--- src/sv/ohbe_pkg.sv ---
// ----------------------------------------------------------------------------
// One-hot bin encoder package
// Shared field widths, command and kind codes, and the command/status
// structs between the controller and the datapath.
// ----------------------------------------------------------------------------
package ohbe_pkg;

    // Field widths of one input word and one result word
    localparam int CMD_W   = 2;
    localparam int COL_W   = 6;
    localparam int SLOT_W  = 5;
    localparam int KIND_W  = 2;
    localparam int CNT_W   = 6;
    localparam int BASE_W  = 12;
    localparam int VAL_W   = 32;
    localparam int POS_W   = 12;

    // Size of the one-hot output vector; positions wrap modulo this
    localparam int OUTPUTS = 4096;
    localparam int OUT_W   = $clog2(OUTPUTS);

    // Command codes
    localparam logic [CMD_W-1:0] OP_SET_DESC = 2'd0;
    localparam logic [CMD_W-1:0] OP_WR_ENTRY = 2'd1;
    localparam logic [CMD_W-1:0] OP_ENCODE   = 2'd2;

    // Column kinds; the unused code behaves as ignored
    localparam logic [KIND_W-1:0] KIND_IGNORED  = 2'd0;
    localparam logic [KIND_W-1:0] KIND_DISCRETE = 2'd1;
    localparam logic [KIND_W-1:0] KIND_NUMERIC  = 2'd2;

    // Source of the bin index added to the column base
    typedef enum logic [1:0] {
        IDX_ZERO,
        IDX_CMP,
        IDX_CNT
    } t_idx_sel;

    // Controller to datapath commands
    typedef struct packed {
        logic     load;        // capture the input word
        logic     clr;         // clear one descriptor entry
        logic     desc_we;     // write the column descriptor
        logic     entry_we;    // write one table entry
        logic     desc_latch;  // latch the descriptor read back
        logic     ld_last;     // point the entry read at the last entry
        logic     rd_zero;     // point the entry read at entry zero
        logic     scan_start;  // first compare of the scan
        logic     scan_step;   // advance the scan by one entry
        logic     res_set;     // load the result register
        logic     res_hit;     // result carries a set bit
        t_idx_sel res_sel;     // bin index source
    } t_dp_cmd;

    // Datapath to controller status
    typedef struct packed {
        logic              clr_last;    // clearing pass on its last entry
        logic [KIND_W-1:0] kind;        // latched column kind
        logic              cnt_zero;    // column holds no entries
        logic              match;       // current entry matches the value
        logic              last;        // current entry is the column's last
        logic              below_last;  // value is below the current entry
    } t_dp_sts;

endpackage

--- src/sv/ohbe_ctrl.sv ---
// ----------------------------------------------------------------------------
// One-hot bin encoder controller
// Sequences the descriptor clear, table writes and the entry scan of an
// encode, and issues commands to the datapath.
// ----------------------------------------------------------------------------
module ohbe_ctrl (
    input  logic                       i_clk,
    input  logic                       i_rst_n,
    input  logic                       i_start,
    input  logic [ohbe_pkg::CMD_W-1:0] i_op,
    input  ohbe_pkg::t_dp_sts          i_sts,
    output ohbe_pkg::t_dp_cmd          o_dp_cmd,
    output logic                       o_busy
);

    import ohbe_pkg::*;

    typedef enum logic [3:0] {
        ST_CLEAR,
        ST_IDLE,
        ST_DESC_WR,
        ST_ENT_WR,
        ST_FETCH,
        ST_DECODE,
        ST_EVAL,
        ST_LAST_WAIT,
        ST_LAST_CMP,
        ST_SCAN
    } t_state;

    t_state  r_state;
    t_state  n_state;
    logic    r_busy;
    logic    n_busy;
    logic    accept;
    t_dp_cmd cmd;

    assign accept = i_start & ~r_busy;

    // Next state and datapath commands
    always_comb begin
        n_state = r_state;
        cmd     = '0;
        cmd.res_sel = IDX_ZERO;
        unique case (r_state)
            ST_CLEAR: begin
                cmd.clr = 1'b1;
                if (i_sts.clr_last) begin
                    n_state = ST_IDLE;
                end
            end
            ST_IDLE: begin
                if (accept) begin
                    cmd.load = 1'b1;
                    unique case (i_op)
                        OP_SET_DESC: n_state = ST_DESC_WR;
                        OP_WR_ENTRY: n_state = ST_ENT_WR;
                        OP_ENCODE:   n_state = ST_FETCH;
                        default:     n_state = ST_IDLE;
                    endcase
                end
            end
            ST_DESC_WR: begin
                cmd.desc_we = 1'b1;
                n_state     = ST_IDLE;
            end
            ST_ENT_WR: begin
                cmd.entry_we = 1'b1;
                n_state      = ST_IDLE;
            end
            ST_FETCH: begin
                n_state = ST_DECODE;
            end
            ST_DECODE: begin
                cmd.desc_latch = 1'b1;
                n_state        = ST_EVAL;
            end
            ST_EVAL: begin
                if (i_sts.kind == KIND_DISCRETE && !i_sts.cnt_zero) begin
                    cmd.scan_start = 1'b1;
                    n_state        = ST_SCAN;
                end else if (i_sts.kind == KIND_NUMERIC && !i_sts.cnt_zero) begin
                    cmd.ld_last = 1'b1;
                    n_state     = ST_LAST_WAIT;
                end else begin
                    // empty numeric column hits bin zero; all else misses
                    cmd.res_set = 1'b1;
                    cmd.res_hit = (i_sts.kind == KIND_NUMERIC);
                    n_state     = ST_IDLE;
                end
            end
            ST_LAST_WAIT: begin
                cmd.rd_zero = 1'b1;
                n_state     = ST_LAST_CMP;
            end
            ST_LAST_CMP: begin
                if (i_sts.below_last) begin
                    cmd.scan_start = 1'b1;
                    n_state        = ST_SCAN;
                end else begin
                    // at or above the last threshold: top bin
                    cmd.res_set = 1'b1;
                    cmd.res_hit = 1'b1;
                    cmd.res_sel = IDX_CNT;
                    n_state     = ST_IDLE;
                end
            end
            ST_SCAN: begin
                if (i_sts.match) begin
                    cmd.res_set = 1'b1;
                    cmd.res_hit = 1'b1;
                    cmd.res_sel = IDX_CMP;
                    n_state     = ST_IDLE;
                end else if (i_sts.last) begin
                    // discrete miss, or a numeric scan with no match falling to bin zero
                    cmd.res_set = 1'b1;
                    cmd.res_hit = (i_sts.kind == KIND_NUMERIC);
                    n_state     = ST_IDLE;
                end else begin
                    cmd.scan_step = 1'b1;
                end
            end
            default: begin
                n_state = ST_IDLE;
            end
        endcase
        n_busy = (n_state != ST_IDLE);
    end

    // State and busy flag
    always_ff @(posedge i_clk) begin
        if (!i_rst_n) begin
            r_state <= ST_CLEAR;
            r_busy  <= 1'b1;
        end else begin
            r_state <= n_state;
            r_busy  <= n_busy;
        end
    end

    assign o_dp_cmd = cmd;
    assign o_busy   = r_busy;

endmodule

--- config.mk ---
export PLATFORM = sky130hd
export DESIGN_NAME = ohbe_ctrl
export DESIGN_NICKNAME = d
export VERILOG_FILES = /design/src/sv/ohbe_pkg.sv /design/src/sv/ohbe_ctrl.sv
export SDC_FILE = /design/constraint.sdc
export NUM_CORES = 1
export LEC_CHECK = 0
export ABC_AREA = 1
export BUFFER_PORTS_ARGS = -buffer_cell sky130_fd_sc_hd__buf_2
export CAP_MARGIN = 10
export CORE_AREA = 2 2 39 41
export CTS_CLUSTER_DIAMETER = 60
export DETAILED_ROUTE_END_ITERATION = 6
export DIE_AREA = 0 0 41 43
export GPL_TIMING_DRIVEN = 0
export PLACE_DENSITY = 0.7
export SLEW_MARGIN = 30
export SYNTH_ARGS = -nofsm -noshare
export SYNTH_HDL_FRONTEND = slang
export SYNTH_SLANG_ARGS = --single-unit
--- constraint.sdc ---
create_clock -name i_clk -period 1 [get_ports i_clk]
set_input_delay 0.2 -clock i_clk [delete_from_list [all_inputs] [get_ports i_clk]]
set_output_delay 0.2 -clock i_clk [all_outputs]
set_load 0.05 [all_outputs]
---- Word level (Yosys, flattened, before mapping) ----
Cells that the tools add are included.
cells by class
  shift operators ......................... 0
  bitwise operators ....................... 2
  divide/modulo/power cells ............... 0
  $add $sub $neg .......................... 0
  order comparisons ....................... 0
  multiply operators ...................... 0
  equality and inequality tests ........... 14
  reductions and logical operators ........ 5
  multiplexer cells ....................... 33
operators by type and width
  operator              number
  $pmux W4 S8           1
  $mux W4               7
  $eq A4 B3 Y1 const B  4
  $mux W1               16
  $pmux W3 S3           1
  $eq A4 B2 Y1 const B  2
  $eq A4 B4 Y1 const B  2
  $mux W2               4
  $pmux W2 S3           1
  $eq A2 B1 Y1 const B  2
  $eq A2 B2 Y1 const B  2
  $eq A4 B1 Y1 const B  1
  $logic_not A4 Y1      1
  $ne A4 B1 Y1 const B  1
  $pmux W2 S2           1
  $mux W3               1
  $logic_and A1 B1 Y1   2
  $logic_not A2 Y1      1
  $pmux W1 S2           1
  $and A1 B1 Y1         1
  $logic_not A1 Y1      1
  $not A1 Y1            1
word-level totals
  memory bits (writable) .................. 0
  bits in read-only memories .............. 0
  input bits .............................. 12
  latch bits .............................. 0
  logic and storage cells ................. 56
  flip-flop bits (word level) ............. 5
  output and inout bits ................... 14
  memories kept ........................... 0

---- Logic depth before layout (Yosys ltp) ----
  depth after elaboration ................. 6
  mapped depth ............................ 8
  depth with buffers taken out ............ 8

---- Worst setup path after synthesis ----
Ideal clock, no wire load.
  path kind ............................... reg2out
  start ................................... register r_state[1]
  end ..................................... output o_dp_cmd[5] (netlist name)
  arrival time ............................ 1764 ps
  path slack .............................. -964 ps
  required time ........................... 800 ps
  path buffers ............................ 0
  stages on the path, launching flop included .. 5
  cells stage by stage .................... dfxtp_1 inv_2 nor2_2 nand2_2 o21ai_0
RTL lines
  item                    line              source
  from (decl)             ohbe_ctrl.sv:31   t_state r_state;
  from (signal assigned)  ohbe_ctrl.sv:136  r_state <= n_state;
  to (decl)               ohbe_ctrl.sv:12   output ohbe_pkg::t_dp_cmd o_dp_cmd,

==> results.json <==
{
  "status": "finished, violations left",
  "violations": "negative setup slack",
  "total_power_uw": 735,
  "cts_tree": "built",
  "peakVddDrop_uv": 674,
  "setup_tns_ns": -7.12,
  "slew_headroom_pct": 75.3,
  "layoutNonFillerInstCount": 148,
  "area_growth_pct": 134,
  "groute.usage.overall_pct": 22.2,
  "port_buffers": 25,
  "post-place-cells": 129,
  "drtPass1Iterations": 4,
  "wirelength_mm": 2.35,
  "cts.sinks": 5,
  "wire_per_inst_um": 15.9,
  "drv_cap": 0,
  "antenna_found_initial": 0,
  "initialDrtViolationCount": 20,
  "yosysWarnings": 0,
  "leakage_nw": 0.552,
  "ys_seq_area_share_pct": 20.5,
  "fmaxAchievable_mhz": 587,
  "num_rows": 14,
  "cts_buffers": 3,
  "grt_pass1_vias": 718,
  "clk_latency_ns": 0.24,
  "vias_per_cell": 5.36,
  "ios": 26,
  "syn-cell-area_um2": 488,
  "synth_top_cell_by_area": "dfxtp_1",
  "critical_path_arrival_ns": 1.50,
  "gp_congestion": 0.761,
  "maxSlewViolCount": 0,
  "cp_data_required_time_ns": 0.80,
  "die_height_um": 43,
  "crit_type": "reg2out",
  "num_antenna_cells": 0,
  "period_share_pct": 170,
  "clockBufferDepth": 2,
  "clk_pin_slew_worst_paths_ns": 0.05,
  "finalHoldViolations": 0,
  "rsz0062_at_grt": "true",
  "syn_area_per_cell_um2": 5.55,
  "r2r-start": "r_state[0]",
  "critical_path.startpoint_type": "flip-flop",
  "htreeDepth": 1,
  "setup_slack_ns": -0.703,
  "ys_ff_latch": 5,
  "yosys-top-cells-area": "dfxtp_1 21%, nand2_1 15%, inv_1 12%, nor2_1 11%, nand3_1 10%",
  "drc": 0,
  "hp-start": "i_rst_n",
  "drive_gt1_share_pct": 68.9,
  "cts_root_buffer": "clkbuf_4",
  "antenna_left": 0,
  "cts_hold_buf": 0,
  "finish.net_count": 145,
  "startpoint": "r_state[0]",
  "fp.dieArea_um2": 1760,
  "syn_inst": 88,
  "synth_top_area_share_pct": 20.5,
  "clock_skew_ns": 0.00467,
  "ys_types": 18,
  "power.density_nw_per_um2": 643,
  "routed-via-count": 794,
  "hold_slack_ns": 0.192,
  "initial_core_util_pct": 35.3,
  "grt_overflow_total": 0,
  "endpoint_kind": "output pin",
  "crit_fanout": 4,
  "detailed_place_hpwl_mm": 1.07,
  "period_needed_ns": 1.70,
  "setup_viol": 18,
  "worst_pin_slew_ns": 0.370,
  "hp-class": "in2reg",
  "grt_max_degree": 7,
  "core-area_um2": 1380,
  "syn_nets": 100,
  "grt_pass1_wl_mm": 2.66,
  "die_x_um": 41
}
## final timing paths
path / to / slack (ns) / cells past startpoint
min reg2reg: r_state[2] / 0.64 / 3
max: o_dp_cmd[3] / -0.70 / 5
min: r_state[1] / 0.19 / 3
max reg2reg: o_busy / -0.31 / 9
## registers in the layout (all words and copies together) (netlist names)
name     flops
r_state      4
o_busy       1
## where the power goes
| group | leakage, nW | total (mW) | switching (mW) | internal, mW |
|---|---|---|---|---|
| Combinational | 0.493 | 0.280 | 0.171 | 0.110 |
| Clock | 0.0150 | 0.230 | 0.0798 | 0.151 |
| Sequential | 0.0440 | 0.225 | 0.0198 | 0.205 |
## cell usage in the layout (no fill, tap or decap), types with 2 or more instances in the layout
| cell type | count |
|---|---|
| buf_6 | 16 |
| inv_1 | 11 |
| buf_2 | 11 |
| nand2_1 | 10 |
| nor2_1 | 10 |
| buf_4 | 8 |
| nor2_4 | 7 |
| nand2_2 | 7 |
| nand2_4 | 5 |
| nand3_1 | 5 |
| dfxtp_4 | 5 |
| buf_8 | 5 |
| nor3_4 | 4 |
| clkinvlp_4 | 4 |
| inv_6 | 3 |
| nand3_2 | 3 |
| clkbuf_4 | 3 |
| nor2_2 | 2 |
| nand3_4 | 2 |
## final cells by class
type	instances	area, um^2
fillers	70	240
multi-input cells	64	507
repair buffers	40	370
flip-flops and latches	5	119
well taps	16	20.0
clock buffers	4	26.3
inverters	19	101
## layer usage
layer	vias to the layer above	track usage, %	part of all wire [%]
met3	6	2.62	4.3
li1	366	-	-
met1	385	22.3	40
met2	37	39.1	53
met5	-	0	0
met4	0	14.7	2.6
## worst max-delay path, stage by stage (launching register included)
cell and delay [ns]:
dfxtp_4 0.38, nor2_4 0.15, nand2_1 0.08, or2_4 0.27, o211ai_1 0.14, buf_4 0.25
## synthesized netlist by cell type
cell type	instances
dfxtp_1	5
or2_1	1
o22ai_1	1
a21oi_1	1
nor3_2	1
inv_1	15
nor2_2	2
o21ai_0	2
nand2_2	3
inv_2	4
nor3_1	3
nor2_4	3
nand2_1	20
nand3_1	10
o211ai_1	1
nor2_1	14
nand3b_1	1
a31oi_1	1
## cell families (layout without fill, tap and decap cells)
logic type      after synthesis  count (layout)  synth area share [%]
buf+inv                      19              63                  14.6
compound gates                6               6                  7.18
simple gates                 58              58                  57.7
flops                         5               5                  20.5
## what timing repair did
item,CTS,global route
pin swaps,4,7
buffers inserted,13,3
setup endpoints to repair,19,18
resized for setup,57,18
## per-stage QoR
step	area [um^2]	setup WS (ns)	util, %
floorplan	583	-0.580	-
global placement	728	-0.505	52.6
detailed placement	728	-0.503	52.6
CTS	1050	-0.609	75.9
global route	1140	-0.797	82.6
finish	1140	-0.703	82.6
(Power assumes the default switching activity.)
